<file path="config.mk">
export PLATFORM = sky130hd
export DESIGN_NAME = battery_charge_estimator_top
export DESIGN_NICKNAME = d
export VERILOG_FILES = /design/src/hdl/bce_pkg.sv /design/src/hdl/battery_charge_estimator_top.sv /design/src/hdl/bce_ram.sv /design/src/hdl/bce_ctrl.sv /design/src/hdl/bce_dp.sv
export SDC_FILE = /design/constraint.sdc
export NUM_CORES = 1
export LEC_CHECK = 0
export BUFFER_PORTS_ARGS = -buffer_cell sky130_fd_sc_hd__clkbuf_2
export CAP_MARGIN = 20
export CORE_MARGIN = 2
export CORE_UTILIZATION = 35
export DETAILED_ROUTE_END_ITERATION = 7
export PLACE_DENSITY_LB_ADDON = 0.12
export SYNTH_ARGS = -nofsm -noshare
export SYNTH_HDL_FRONTEND = slang
export SYNTH_HIERARCHICAL = 1
export SYNTH_SLANG_ARGS = --single-unit
</file>
<file path="constraint.sdc">
create_clock -name clk_i -period 11.23 [get_ports clk_i]
set_input_delay 2.246 -clock clk_i [delete_from_list [all_inputs] [get_ports clk_i]]
set_output_delay 2.246 -clock clk_i [all_outputs]
set_load 0.02 [all_outputs]
</file>
<file path="src/hdl/bce_pkg.sv">
`timescale 1ns / 1ps
// Shared types, widths and curve constants for the battery charge estimator.
// No dependencies; imported by the top, bce_ctrl, bce_dp and the bench.
package bce_pkg;

  // Field widths
  localparam int VOLT_W     = 15;
  localparam int CUR_W      = 16;
  localparam int TIME_W     = 32;
  localparam int PCT_W      = 10;
  localparam int REST_CUR_W = 15;

  // Stream bus widths
  localparam int IN_TDATA_W  = 64;
  localparam int OUT_TDATA_W = 56;
  localparam int OUT_TUSER_W = 1;

  // Configuration port
  localparam int CFG_IDX_W  = 1;
  localparam int CFG_DATA_W = 32;
  localparam logic [CFG_IDX_W-1:0] CFG_REST_CURRENT = 1'b0;
  localparam logic [CFG_IDX_W-1:0] CFG_REST_TIME    = 1'b1;
  localparam logic [REST_CUR_W-1:0] REST_CUR_RST    = 15'd50;
  localparam logic [TIME_W-1:0]     REST_TIME_RST   = 32'd30000;

  // Moving average depth default
  localparam int AVG_DEPTH_DEF = 20;

  // Discharge curve of a 3S pack
  localparam int CURVE_PTS = 12;
  localparam int SEG_W     = 4;
  localparam int MV_W      = 14;
  localparam int SPAN_W    = 10;
  localparam int STEP_W    = 7;
  localparam logic [SEG_W-1:0] SEG_LAST = SEG_W'(CURVE_PTS - 1);

  // Quotient of the interpolation stays below 100
  localparam int QUO_W  = 7;
  localparam int QCNT_W = 3;
  localparam logic [QCNT_W-1:0] QCNT_LAST = QCNT_W'(QUO_W - 1);

  // One curve point: its voltage, the span to the point above, the
  // percent step to it (in tenths) and its own charge in tenths.
  typedef struct packed {
    logic [MV_W-1:0]   mv;
    logic [SPAN_W-1:0] span;
    logic [STEP_W-1:0] step10;
    logic [PCT_W-1:0]  base10;
  } curve_pt_t;

  localparam curve_pt_t CURVE [CURVE_PTS] = '{
    '{14'd12600, 10'd0,   7'd0,   10'd1000},
    '{14'd12450, 10'd150, 7'd50,  10'd950},
    '{14'd12350, 10'd100, 7'd50,  10'd900},
    '{14'd12250, 10'd100, 7'd100, 10'd800},
    '{14'd12150, 10'd100, 7'd100, 10'd700},
    '{14'd12050, 10'd100, 7'd100, 10'd600},
    '{14'd11950, 10'd100, 7'd100, 10'd500},
    '{14'd11850, 10'd100, 7'd100, 10'd400},
    '{14'd11750, 10'd100, 7'd100, 10'd300},
    '{14'd11600, 10'd150, 7'd100, 10'd200},
    '{14'd11400, 10'd200, 7'd100, 10'd100},
    '{14'd10500, 10'd900, 7'd100, 10'd0}
  };

  // Controller to datapath commands
  typedef struct packed {
    logic load;
    logic ring_rd;
    logic accum;
    logic cmp;
    logic mul_num;
    logic mul_den;
    logic div_step;
    logic out_load;
  } ctrl_cmd_t;

  // Datapath to controller status
  typedef struct packed {
    logic hit;
    logic seg_first;
    logic seg_last;
    logic div_last;
    logic out_busy;
  } ctrl_sts_t;

endpackage

</file>
<file path="src/hdl/battery_charge_estimator_top.sv">
`timescale 1ns / 1ps
// Top level of the battery charge estimator: stream ports, packing and
// configuration port. Depends on bce_pkg, bce_ctrl, bce_dp and bce_ram.
//
// Usage:
// - Input stream s_axis: one item per voltage/current/timestamp sample.
// - Output stream m_axis: one result item per input item, in order, with
//   the raw and rest-latched charge in tenths of a percent.
// - Configuration: cfg_we_i writes cfg_data_i into the register selected by
//   cfg_idx_i (rest current threshold, rest time); write only while idle.
// - Sequence: the sample is read from the ring and summed, the 12-point curve
//   is walked down from the top one point per cycle until the average clears
//   a point (top point: 100.0 percent; no point cleared: 0), else a 7-step
//   restoring divider gives the interpolation quotient.
// - One item in flight: s_axis_tready_o returns in the same cycle as the
//   result enters the output register; no new sample is taken before then.
// - Reset clears the ring fill, the running sum, the rest tracker and the
//   latch; both registers return to 50 mA and 30000 ms.
// - A stalled receiver holds the result in the output register; the next
//   item is taken and computed meanwhile, and waits to load until it frees.
module battery_charge_estimator_top #(
  parameter int AVG_DEPTH = bce_pkg::AVG_DEPTH_DEF
) (
  input  logic                               clk_i,
  input  logic                               rst_ni,
  // [14:0] voltage_sample_mv, [30:15] current_sample_ma, [62:31] time_now_ms
  input  logic [bce_pkg::IN_TDATA_W-1:0]     s_axis_tdata_i,
  input  logic                               s_axis_tvalid_i,
  output logic                               s_axis_tready_o,
  // [14:0] voltage_out_mv, [30:15] current_out_ma, [40:31] percent_raw_tenths,
  // [50:41] percent_stable_tenths
  output logic [bce_pkg::OUT_TDATA_W-1:0]    m_axis_tdata_o,
  // [0] stable_valid
  output logic [bce_pkg::OUT_TUSER_W-1:0]    m_axis_tuser_o,
  output logic                               m_axis_tvalid_o,
  input  logic                               m_axis_tready_i,
  input  logic                               cfg_we_i,
  input  logic [bce_pkg::CFG_IDX_W-1:0]      cfg_idx_i,
  input  logic [bce_pkg::CFG_DATA_W-1:0]     cfg_data_i
);
  import bce_pkg::*;

  localparam int OUT_PAD = OUT_TDATA_W - (VOLT_W + CUR_W + 2 * PCT_W);

  ctrl_cmd_t         cmd;
  ctrl_sts_t         sts;
  logic [VOLT_W-1:0] out_volt;
  logic [CUR_W-1:0]  out_cur;
  logic [PCT_W-1:0]  out_raw;
  logic [PCT_W-1:0]  out_stable;
  logic              out_svld;

  // Sequencer
  bce_ctrl u_ctrl (
    .clk_i     (clk_i),
    .rst_ni    (rst_ni),
    .s_valid_i (s_axis_tvalid_i),
    .s_ready_o (s_axis_tready_o),
    .sts_i     (sts),
    .cmd_o     (cmd)
  );

  // Datapath
  bce_dp #(
    .AVG_DEPTH (AVG_DEPTH)
  ) u_dp (
    .clk_i            (clk_i),
    .rst_ni           (rst_ni),
    .cmd_i            (cmd),
    .sts_o            (sts),
    .in_volt_i        (s_axis_tdata_i[VOLT_W-1:0]),
    .in_cur_i         (s_axis_tdata_i[VOLT_W +: CUR_W]),
    .in_time_i        (s_axis_tdata_i[VOLT_W + CUR_W +: TIME_W]),
    .cfg_we_i         (cfg_we_i),
    .cfg_idx_i        (cfg_idx_i),
    .cfg_data_i       (cfg_data_i),
    .out_ready_i      (m_axis_tready_i),
    .out_valid_o      (m_axis_tvalid_o),
    .out_volt_o       (out_volt),
    .out_cur_o        (out_cur),
    .out_raw_o        (out_raw),
    .out_stable_o     (out_stable),
    .out_stable_vld_o (out_svld)
  );

  // Output packing, first field in the low bits
  assign m_axis_tdata_o = {{OUT_PAD{1'b0}}, out_stable, out_raw, out_cur, out_volt};
  assign m_axis_tuser_o = out_svld;

endmodule

</file>
<file path="src/hdl/bce_ram.sv">
`timescale 1ns / 1ps
// Generic simple dual-port RAM: one write port, one registered read port.
// No dependencies.
module bce_ram #(
  parameter int WIDTH = 15,
  parameter int DEPTH = 20,
  parameter int AW    = (DEPTH > 1) ? $clog2(DEPTH) : 1
) (
  input  logic             clk_i,
  input  logic             we_i,
  input  logic [AW-1:0]    waddr_i,
  input  logic [WIDTH-1:0] wdata_i,
  input  logic             re_i,
  input  logic [AW-1:0]    raddr_i,
  output logic [WIDTH-1:0] rdata_o
);

  logic [WIDTH-1:0] mem_q [DEPTH];
  logic [WIDTH-1:0] rdata_q;

  // Write port
  always_ff @(posedge clk_i) begin
    if (we_i) begin
      mem_q[waddr_i] <= wdata_i;
    end
  end

  // Registered read port
  always_ff @(posedge clk_i) begin
    if (re_i) begin
      rdata_q <= mem_q[raddr_i];
    end
  end

  assign rdata_o = rdata_q;

endmodule

</file>
<file path="src/hdl/bce_ctrl.sv">
`timescale 1ns / 1ps
// Sequencer of the charge estimator: walks one item through ring update,
// curve search, divide and output load. Depends on bce_pkg.
module bce_ctrl (
  input  logic                  clk_i,
  input  logic                  rst_ni,
  input  logic                  s_valid_i,
  output logic                  s_ready_o,
  input  bce_pkg::ctrl_sts_t    sts_i,
  output bce_pkg::ctrl_cmd_t    cmd_o
);
  import bce_pkg::*;

  typedef enum logic [7:0] {
    ST_IDLE  = 8'b0000_0001,
    ST_READ  = 8'b0000_0010,
    ST_ACCUM = 8'b0000_0100,
    ST_CMP   = 8'b0000_1000,
    ST_MULN  = 8'b0001_0000,
    ST_MULD  = 8'b0010_0000,
    ST_DIV   = 8'b0100_0000,
    ST_OUT   = 8'b1000_0000
  } state_e;

  state_e state_q, state_d;

  assign s_ready_o = (state_q == ST_IDLE);

  // Next state and command decode
  always_comb begin
    state_d = state_q;
    cmd_o   = '0;
    case (state_q)
      ST_IDLE: begin
        if (s_valid_i) begin
          cmd_o.load = 1'b1;
          state_d    = ST_READ;
        end
      end
      ST_READ: begin
        cmd_o.ring_rd = 1'b1;
        state_d       = ST_ACCUM;
      end
      ST_ACCUM: begin
        cmd_o.accum = 1'b1;
        state_d     = ST_CMP;
      end
      ST_CMP: begin
        cmd_o.cmp = 1'b1;
        if (sts_i.hit) begin
          state_d = sts_i.seg_first ? ST_OUT : ST_MULN;
        end else if (sts_i.seg_last) begin
          state_d = ST_OUT;
        end
      end
      ST_MULN: begin
        cmd_o.mul_num = 1'b1;
        state_d       = ST_MULD;
      end
      ST_MULD: begin
        cmd_o.mul_den = 1'b1;
        state_d       = ST_DIV;
      end
      ST_DIV: begin
        cmd_o.div_step = 1'b1;
        if (sts_i.div_last) begin
          state_d = ST_OUT;
        end
      end
      ST_OUT: begin
        // wait for the output register to free up
        if (!sts_i.out_busy) begin
          cmd_o.out_load = 1'b1;
          state_d        = ST_IDLE;
        end
      end
      default: begin
        state_d = ST_IDLE;
      end
    endcase
  end

  always_ff @(posedge clk_i or negedge rst_ni) begin
    if (!rst_ni) begin
      state_q <= ST_IDLE;
    end else begin
      state_q <= state_d;
    end
  end

endmodule

</file>
<file path="src/hdl/bce_dp.sv">
`timescale 1ns / 1ps
// Datapath of the charge estimator: sample ring, running sum, curve search,
// interpolation divider, rest latch and output register. Depends on bce_pkg
// and bce_ram.
module bce_dp #(
  parameter int AVG_DEPTH = bce_pkg::AVG_DEPTH_DEF
) (
  input  logic                             clk_i,
  input  logic                             rst_ni,
  input  bce_pkg::ctrl_cmd_t               cmd_i,
  output bce_pkg::ctrl_sts_t               sts_o,
  input  logic [bce_pkg::VOLT_W-1:0]       in_volt_i,
  input  logic [bce_pkg::CUR_W-1:0]        in_cur_i,
  input  logic [bce_pkg::TIME_W-1:0]       in_time_i,
  input  logic                             cfg_we_i,
  input  logic [bce_pkg::CFG_IDX_W-1:0]    cfg_idx_i,
  input  logic [bce_pkg::CFG_DATA_W-1:0]   cfg_data_i,
  input  logic                             out_ready_i,
  output logic                             out_valid_o,
  output logic [bce_pkg::VOLT_W-1:0]       out_volt_o,
  output logic [bce_pkg::CUR_W-1:0]        out_cur_o,
  output logic [bce_pkg::PCT_W-1:0]        out_raw_o,
  output logic [bce_pkg::PCT_W-1:0]        out_stable_o,
  output logic                             out_stable_vld_o
);
  import bce_pkg::*;

  localparam int IDX_W  = (AVG_DEPTH > 1) ? $clog2(AVG_DEPTH) : 1;
  localparam int CNT_W  = $clog2(AVG_DEPTH + 1);
  localparam int SUM_W  = VOLT_W + $clog2(AVG_DEPTH);
  localparam int PROD_W = CNT_W + MV_W;
  localparam int CMP_W  = (PROD_W > SUM_W) ? PROD_W : SUM_W;
  localparam int NUM_W  = SUM_W + STEP_W;
  localparam int DEN_W  = CNT_W + SPAN_W;
  localparam int MAG_W  = CUR_W + 1;
  localparam logic [IDX_W-1:0] IDX_LAST = IDX_W'(AVG_DEPTH - 1);
  localparam logic [CNT_W-1:0] CNT_FULL = CNT_W'(AVG_DEPTH);

  // Configuration
  logic [REST_CUR_W-1:0] rest_cur_q;
  logic [TIME_W-1:0]     rest_time_q;

  // Captured item
  logic [VOLT_W-1:0] volt_q;
  logic [CUR_W-1:0]  cur_q;
  logic [TIME_W-1:0] time_q;

  // Averaging state
  logic [IDX_W-1:0] widx_q;
  logic             full_q;
  logic [SUM_W-1:0] sum_q;
  logic [CNT_W-1:0] n_q;
  logic [VOLT_W-1:0] ring_rdata;

  // Rest tracking
  logic              resting_q;
  logic [TIME_W-1:0] rest_start_q;
  logic              go_q;
  logic [PCT_W-1:0]  latch_pct_q;
  logic              latch_vld_q;

  // Curve search and divider
  logic [SEG_W-1:0]  seg_q;
  logic [SUM_W-1:0]  diff_q;
  logic [NUM_W-1:0]  rem_q;
  logic [NUM_W-1:0]  dsr_q;
  logic [QUO_W-1:0]  quo_q;
  logic [QCNT_W-1:0] qcnt_q;
  logic [PCT_W-1:0]  raw_q;

  // Output register
  logic              out_vld_q;
  logic [VOLT_W-1:0] out_volt_q;
  logic [CUR_W-1:0]  out_cur_q;
  logic [PCT_W-1:0]  out_raw_q;
  logic [PCT_W-1:0]  out_stable_q;
  logic              out_svld_q;

  // Ring update terms
  logic              wrap;
  logic [IDX_W-1:0]  widx_nx;
  logic              full_nx;
  logic [CNT_W-1:0]  n_nx;
  logic [SUM_W-1:0]  sum_nx;
  logic [VOLT_W-1:0] ring_old;

  // Rest terms
  logic [MAG_W-1:0]  mag;
  logic              is_rest;
  logic [TIME_W-1:0] start_eff;
  logic [TIME_W-1:0] elapsed;

  // Search and divide terms
  curve_pt_t         pt;
  logic [PROD_W-1:0] prod;
  logic              hit;
  logic              ge;
  logic [QUO_W-1:0]  quo_nx;

  // Configuration writes
  always_ff @(posedge clk_i or negedge rst_ni) begin
    if (!rst_ni) begin
      rest_cur_q  <= REST_CUR_RST;
      rest_time_q <= REST_TIME_RST;
    end else if (cfg_we_i) begin
      case (cfg_idx_i)
        CFG_REST_CURRENT: rest_cur_q  <= cfg_data_i[REST_CUR_W-1:0];
        CFG_REST_TIME:    rest_time_q <= cfg_data_i[TIME_W-1:0];
        default: ;
      endcase
    end
  end

  // Sample ring
  bce_ram #(
    .WIDTH (VOLT_W),
    .DEPTH (AVG_DEPTH)
  ) u_ring (
    .clk_i   (clk_i),
    .we_i    (cmd_i.accum),
    .waddr_i (widx_q),
    .wdata_i (volt_q),
    .re_i    (cmd_i.ring_rd),
    .raddr_i (widx_q),
    .rdata_o (ring_rdata)
  );

  // Ring index, fill count and running sum
  always_comb begin
    wrap     = (widx_q == IDX_LAST);
    widx_nx  = wrap ? '0 : widx_q + IDX_W'(1);
    full_nx  = full_q | wrap;
    n_nx     = full_nx ? CNT_FULL : CNT_W'(widx_q) + CNT_W'(1);
    ring_old = full_q ? ring_rdata : '0;
    sum_nx   = sum_q - SUM_W'(ring_old) + SUM_W'(volt_q);
  end

  // Current magnitude and rest timing
  always_comb begin
    mag       = cur_q[CUR_W-1] ? (MAG_W'(1) << CUR_W) - MAG_W'(cur_q) : MAG_W'(cur_q);
    is_rest   = mag < MAG_W'(rest_cur_q);
    start_eff = resting_q ? rest_start_q : time_q;
    elapsed   = time_q - start_eff;
  end

  // Segment compare and one restoring divide step
  always_comb begin
    pt     = CURVE[seg_q];
    prod   = PROD_W'(n_q) * PROD_W'(pt.mv);
    hit    = CMP_W'(sum_q) >= CMP_W'(prod);
    ge     = rem_q >= dsr_q;
    quo_nx = {quo_q[QUO_W-2:0], ge};
  end

  assign sts_o.hit       = hit;
  assign sts_o.seg_first = (seg_q == '0);
  assign sts_o.seg_last  = (seg_q == SEG_LAST);
  assign sts_o.div_last  = (qcnt_q == QCNT_LAST);
  assign sts_o.out_busy  = out_vld_q & ~out_ready_i;

  // Persistent state with reset
  always_ff @(posedge clk_i or negedge rst_ni) begin
    if (!rst_ni) begin
      widx_q       <= '0;
      full_q       <= 1'b0;
      sum_q        <= '0;
      resting_q    <= 1'b0;
      rest_start_q <= '0;
      latch_pct_q  <= '0;
      latch_vld_q  <= 1'b0;
      out_vld_q    <= 1'b0;
    end else begin
      if (cmd_i.accum) begin
        widx_q    <= widx_nx;
        full_q    <= full_nx;
        sum_q     <= sum_nx;
        resting_q <= is_rest;
        if (is_rest && !resting_q) begin
          rest_start_q <= time_q;
        end
      end
      if (cmd_i.out_load) begin
        latch_vld_q <= latch_vld_q | go_q;
        if (go_q) begin
          latch_pct_q <= raw_q;
        end
      end
      if (cmd_i.out_load) begin
        out_vld_q <= 1'b1;
      end else if (out_ready_i) begin
        out_vld_q <= 1'b0;
      end
    end
  end

  // Working registers of one item
  always_ff @(posedge clk_i) begin
    if (cmd_i.load) begin
      volt_q <= in_volt_i;
      cur_q  <= in_cur_i;
      time_q <= in_time_i;
    end
    if (cmd_i.accum) begin
      n_q   <= n_nx;
      go_q  <= is_rest & (elapsed >= rest_time_q);
      seg_q <= '0;
    end
    // walk the curve from the top until the average clears a point
    if (cmd_i.cmp) begin
      if (hit) begin
        diff_q <= SUM_W'(CMP_W'(sum_q) - CMP_W'(prod));
        if (seg_q == '0) begin
          raw_q <= pt.base10;
        end
      end else if (seg_q == SEG_LAST) begin
        raw_q <= '0;
      end else begin
        seg_q <= seg_q + SEG_W'(1);
      end
    end
    if (cmd_i.mul_num) begin
      rem_q  <= NUM_W'(diff_q) * NUM_W'(pt.step10);
      quo_q  <= '0;
      qcnt_q <= '0;
    end
    if (cmd_i.mul_den) begin
      dsr_q <= NUM_W'(DEN_W'(n_q) * DEN_W'(pt.span)) << (QUO_W - 1);
    end
    if (cmd_i.div_step) begin
      if (ge) begin
        rem_q <= rem_q - dsr_q;
      end
      dsr_q  <= dsr_q >> 1;
      quo_q  <= quo_nx;
      qcnt_q <= qcnt_q + QCNT_W'(1);
      raw_q  <= pt.base10 + PCT_W'(quo_nx);
    end
    if (cmd_i.out_load) begin
      out_volt_q   <= volt_q;
      out_cur_q    <= cur_q;
      out_raw_q    <= raw_q;
      out_stable_q <= go_q ? raw_q : (latch_vld_q ? latch_pct_q : raw_q);
      out_svld_q   <= latch_vld_q | go_q;
    end
  end

  assign out_valid_o      = out_vld_q;
  assign out_volt_o       = out_volt_q;
  assign out_cur_o        = out_cur_q;
  assign out_raw_o        = out_raw_q;
  assign out_stable_o     = out_stable_q;
  assign out_stable_vld_o = out_svld_q;

endmodule

</file>
==> results.md, run 1 <==
- Status: complete, no violations
- Final Non-Filler Cells: 4,771
- Root Buffer: clkbuf_16
- GPL Wtd Cong: about 0.8
- Final hold vios: 0
- Power consumption: about 15 mW
- Post-route antenna net violation count: 0
- Max capacitance violation total: 0
- Remaining global-route overflow: 0
- Vias per cell: 5.04
- Setup WS pre-CTS: 2.41 ns
- Die W: 334 um
- Slew HR: 24.0%
- DR WL/cell: 19.6 um
- # setup viols final: 0
- RSZ-0062 raised after global routing: false
- Die extent in y: 334 um
- Core area: roughly 110,000 sq um
- Final period util: about four fifths
- F_max: 113 MHz
- First-pass GRT wire length: about 150 mm
- Setup bufs post-CTS: 0
- Vias: 24,000
- Hold_ws: 0.474 ns
- Worst slew pin tran: 1.14 ns
- Final WS setup: roughly 2.4 ns
- CP Capture Type: register
- Number of enable flip-flop cells after synthesis: around 500
- CTS Buf Count: 75
- Cells after DPL: ~4,600
- Initial drt markers: 1,338
- Sum Neg Setup Slack: 0 ns
- Worst skew pair latency: roughly 0.64 ns
- Clock sinks: 653
- I/O pin count: 161
- TritonRoute pass-1 iters: 5
- Max H-tree Level: 3
- Register area share after synthesis: 49.0%
- Cell area power density: ~340 nW/um^2
- Clock Skew: 0.0488 ns
- Avg Synthesized Cell Area: 12.2 sq um
- Slowest cell on crit path: dfxtp_1
- Asr flop ratio synth: 19.3%
- Share of cells above drive strength 1: 15.4%
- Hold Buf Count CTS: 0
- Critical path class: register to register
- WP data required: 11.54 ns
- Final nets: around 3,800
- Starting Density: a little over a third
- Synth warnings: 6
- Residual DRC: 0
- # port buffers: ~150
- Worst Setup Start Kind: register
- Post-Route WL: 93.3 mm
- Pleak: 17.9 nW
- Clock transition at path regs: 0.06 ns
- Crit-path max cell delay: 0.60 ns
- Initial antenna violation count: 3
- Post-synthesis cell type count: just under 90
- Final core utilization: about 40%
- Post-synth top area cell: edfxtp_1
- Slew Limit Fails: 0
- Crit-path most repeated cell: inv_1
- Gr usage total: approximately 17%
- Final design area excluding fillers: 43,200 sq um
- Dpl cell area: approximately 41,000 sq um
- Mapped Cells: just over 3,000
- Rows: 121
- Vias in the first global route: 24,900
- Cts repair resizes: 0
- Top_reg_cell synth: edfxtp_1
- Final Critical Period: 8.82 ns
- VDD IR max: 251 uV
- Synthesized cell area: 38,100 sq um
- Clock Tree Buf Depth: 3
- Critical Path AT: 9.14 ns
- Synth Register Bits: 653
- TritonCTS clock tree: yes
- Area share of the largest cell type after synthesis: 39.1%
- Die area: 112,000 sq um
- Maximum fanout along the worst path: 25
- Worst Hold Class: register to register
- Synth area leaders: edfxtp_1 39%, ha_1 9.2%, dfrtp_1 7.5%
- HPWL Detailed: 66.8 mm
- Area Overhead vs Synth: 13.3%
- Pin count of the biggest net entering global routing: 83
## power breakdown
part	total, mW	internal [mW]	leakage, nW	switching [mW]
combinational	8.82	3.75	10.4	5.08
sequential	3.39	3.16	6.33	0.225
clock	2.52	1.48	1.22	1.03
## cell families after synthesis
| family | after synthesis | share of synthesized area, % |
|---|---|---|
| other | 1 | 0.00984 |
| buffers and inverters | 379 | 4.19 |
| adder cells (fa/ha/maj) | 404 | 15.7 |
| AO/OA/AOI/OAI | 574 | 9.94 |
| multiplexers | 253 | 8.43 |
| flip-flops | 653 | 49.0 |
| XOR/XNOR | 133 | 3.06 |
| AND/OR/NAND/NOR | 717 | 9.66 |
## worst max-delay path, delay by kind of cell, from the launching register on
kind | cells | cell delay (ns)
AO/OA/AOI/OAI | 9 | 2.12
buffers and inverters | 5 | 0.98
AND/OR/NAND/NOR | 9 | 2.22
adder cells (fa/ha/maj) | 6 | 2.58
flip-flops | 1 | 0.60
## synthesized netlist by cell type (38+ instances only)
master and instances:
xnor2_1 86, clkbuf_1 64, fa_1 124, mux2_2 93
a21o_1 75, ha_1 280, o21ai_0 119, mux2i_1 115
nand3_1 39, nor3_1 41, xor2_1 47, nor2b_1 38
inv_1 273, mux4_2 45, nor2_1 140, dfrtp_1 115
nand2_1 184, and2_1 108, edfxtp_1 496, a21oi_1 127
nand2b_1 46
## cell usage in the layout, fill, tap and decap left out, drive strengths merged, types with 9 or more instances in the layout
| cell type | count |
|---|---|
| nor2 | 140 |
| or2 | 14 |
| xor2 | 47 |
| o21bai | 15 |
| dfxtp | 31 |
| clkbuf | 251 |
| nor3 | 42 |
| fa | 124 |
| mux2i | 115 |
| edfxtp | 496 |
| dfstp | 11 |
| nor2b | 38 |
| dfrtp | 115 |
| nand4 | 19 |
| and2 | 108 |
| mux2 | 93 |
| bufinv | 9 |
| o21a | 24 |
| a32oi | 16 |
| a21oi | 128 |
| a31oi | 13 |
| mux4 | 45 |
| nand3 | 39 |
| a21o | 75 |
| xnor2 | 86 |
| o31ai | 20 |
| buf | 51 |
| clkinv | 27 |
| or3 | 14 |
| inv | 276 |
| o21ai | 137 |
| nand2b | 47 |
| nand2 | 184 |
| and3 | 33 |
| ha | 280 |
| a211oi | 32 |
| a22oi | 33 |
## metal layers
| layer | part of all wire (%) | track usage (%) | wire, um |
|---|---|---|---|
| met5 | 0 | 0 | 0 |
| met4 | 3.3 | 5.88 | 3090 |
| met3 | 3.2 | 2.06 | 2950 |
| met2 | 47 | 27.9 | 43900 |
| met1 | 46 | 22.3 | 43400 |
## final timing paths
kind                            slack (ns)  cells past startpoint     startpoint              endpoint
worst max register to register        2.41                     29  u_dp/seg_q[0]         u_dp/raw_q[3]
worst min-delay path                  0.47                      0  u_dp/raw_q[6]     u_dp/out_raw_o[6]
min in group asynchronous             1.67                      1         rst_ni  u_dp/rest_time_q[25]
max in group asynchronous             8.32                      2         rst_ni        u_dp/widx_q[0]
worst min register to register        0.47                      0  u_dp/raw_q[6]     u_dp/out_raw_o[6]
worst max-delay path                  2.41                     29  u_dp/seg_q[0]         u_dp/raw_q[3]
## final cells by class
cell class / instances / area (sq um)
Fill cell: 10300 / 65200
Sequential cell: 653 / 18700
Multi-Input combinational cell: 2086 / 17900
Clock buffer: 98 / 2000
Tap cell: 1414 / 1770
Timing Repair Buffer: 204 / 1220
Inverter: 276 / 1040
Clock inverter: 39 / 523
Antenna cell: 1 / 2.50
## sequential cells by signal, indices dropped and copies added (netlist names), 8 cells and up
| signal | flops |
|---|---|
| u_ctrl/state_q | 8 |
| u_dp/cur_q | 16 |
| u_dp/diff_q | 20 |
| u_dp/dsr_q | 21 |
| u_dp/latch_pct_q | 10 |
| u_dp/out_cur_o | 16 |
| u_dp/out_raw_o | 10 |
| u_dp/out_stable_o | 10 |
| u_dp/out_volt_o | 15 |
| u_dp/raw_q | 10 |
| u_dp/rem_q | 27 |
| u_dp/rest_cur_q | 15 |
| u_dp/rest_start_q | 32 |
| u_dp/rest_time_q | 32 |
| u_dp/sum_q | 20 |
| u_dp/time_q | 32 |
| u_dp/u_ring/mem_q | 300 |
| u_dp/u_ring/rdata_o | 15 |
| u_dp/volt_q | 15 |
No activity file was read; power rests on OpenSTA's default activity.
==> run 2, diff against run 1 <==
clock period = 8.5 ns   (was 11.23 ns; I/O delays follow)
==> run 2 against run 1 <==
Against the previous run:
- clock power rose by 27%
- via count rose by 1.2%
- final area about the same
- clock skew increased by 0.011 ns
- final cell count grew 0.31%
- non-clock buffer count increased by 11
- combinational power grew 33%
- worst hold slack better by 0.0014 ns
- die area unchanged
- critical path type unchanged
- critical endpoint is now u_ctrl/state_q[7]
==> results.md, run 2 (synthesis gave the netlist of run 1 again) <==
- Status: complete, no violations
- Clock Skew: 0.0601 ns
- Clock sinks: 653
- TritonRoute pass-1 iters: 5
- Post-Route WL: 94.2 mm
- Pleak: 17.9 nW
- TritonCTS clock tree: yes
- Max H-tree Level: 3
- Final Non-Filler Cells: between 4,000 and 5,000
- VDD IR max: 474 uV
- Max reg flops: 300
- WP data required: 9.00 ns
- Rows: 121
- Vias per cell: roughly 5.1
- Critical Path AT: 8.48 ns
- Worst Setup Start Kind: register
- Residual DRC: 0
- Worst Hold Class: register to register
- Final nets: 3,812
- Most frequent cells in the layout: 496 x edfxtp_1, 280 x ha_1, 273 x inv_1, 184 x nand2_1, 153 x clkbuf_2
- Final design area excluding fillers: 43,200 sq um
- Clock Tree Buf Depth: 3
- Die extent in y: 334 um
- Setup bufs post-CTS: 0
- Register area: 18,700 sq um
- Cells after DPL: ~4,600
- Power consumption: between 15 and 20 mW
- Crit-path max cell delay: 0.55 ns
- First-pass GRT wire length: 148 mm
- CP Capture Type: register
- Critical path class: register to register
- F_max: 125 MHz
- Hold Buf Count CTS: 0
- Worst skew pair latency: 0.65 ns
- Final hold vios: 0
- Vias in the first global route: around 25,000
- I/O pin count: approximately 160
- CTS Buf Count: 74
- Vias: 24,300
- Most flops, register: u_dp/u_ring/mem_q
- Maximum fanout along the worst path: 12
- Gr usage total: 17.0%
- Max capacitance violation total: 0
- RSZ-0062 raised after global routing: false
- Most common cell after layout, fill and taps aside: edfxtp_1
- Filler cells: 10,400
- Share of cells above drive strength 1: 16.0%
- Initial drt markers: between 1,500 and 2,000
- Root Buffer: clkbuf_16
- # port buffers: 154
- # setup viols final: 0
- Post-route antenna net violation count: 0
- Pin count of the biggest net entering global routing: 77
- Area Overhead vs Synth: 13.3%
- Final period util: 93.9%
- GPL Wtd Cong: 0.846
- Cts repair resizes: 0
- Worst slew pin tran: approximately 1.1 ns
- Slowest cell on crit path: fa_1
- Remaining global-route overflow: 0
- Die area: 112,000 sq um
- Starting Density: 35.2%
- Die W: 334 um
- Slew Limit Fails: 0
- Final Critical Period: 7.98 ns
- Initial antenna violation count: 4
- HPWL Detailed: 67.8 mm
- Core area: roughly 110,000 sq um
- DR WL/cell: 19.7 um
- Sum Neg Setup Slack: 0 ns
- Cell area power density: 450 nW/um^2
- Multi-input gate area: 17,900 sq um
- Dpl cell area: 40,600 sq um
- Slew HR: 24.7%
- Clock transition at path regs: 0.06 ns
==> run 2: worst paths after layout <==
check	startpoint	endpoint	slack [ns]	depth (start not counted)
max in group asynchronous	rst_ni	u_dp/rest_cur_q[13]	6.19	2
max	u_dp/seg_q[1]	u_ctrl/state_q[7]	0.52	31
max reg2reg	u_dp/seg_q[1]	u_ctrl/state_q[7]	0.52	31
min reg2reg	u_dp/raw_q[7]	u_dp/out_raw_o[7]	0.48	0
min in group asynchronous	rst_ni	u_dp/rest_start_q[23]	1.07	1
min	u_dp/raw_q[7]	u_dp/out_raw_o[7]	0.48	0
==> run 2: metrics by stage <==
stage / utilization, % / worst slack, ns / hold slack (ns)
4_1_cts: 39.7 / 0.0738 / 0.471
3_5_place_dp: 37.5 / 0.149 / 0.465
2_1_floorplan: - / 0.451 / 0.425
6_report: 39.8 / 0.521 / 0.475
3_3_place_gp: 37.5 / 0.171 / 0.459
5_1_grt: 39.8 / 0.0223 / 0.487
==> run 2: routing by layer <==
layer	global-route usage [%]	wire length, um
met5	0	0
met1	22.8	43600
met2	28.7	45000
met4	4.80	2330
met3	2.34	3350
==> run 2: power breakdown <==
group | internal (mW) | switching (mW) | total (mW)
clock | 1.80 | 1.39 | 3.19
combinational | 4.96 | 6.78 | 11.7
sequential | 4.18 | 0.311 | 4.49
==> run 2: critical path: cells and delay by family (launching register included) <==
family	cells	cell delay (ns)
flops	1	0.46
simple gates	9	1.52
buf+inv	4	0.53
compound gates	12	2.85
fa+ha+maj	6	2.49
==> run 2: cell type report <==
type / count / share of cell area (%)
Sequential cell: 653 / 43.3
Tap cell: 1414 / 4.10
Clock buffer: 93 / 4.62
Antenna cell: 4 / 0.0232
Timing Repair Buffer: 215 / 3.00
Multi-Input combinational cell: 2086 / 41.6
Inverter: 276 / 2.40
Clock inverter: 45 / 1.04
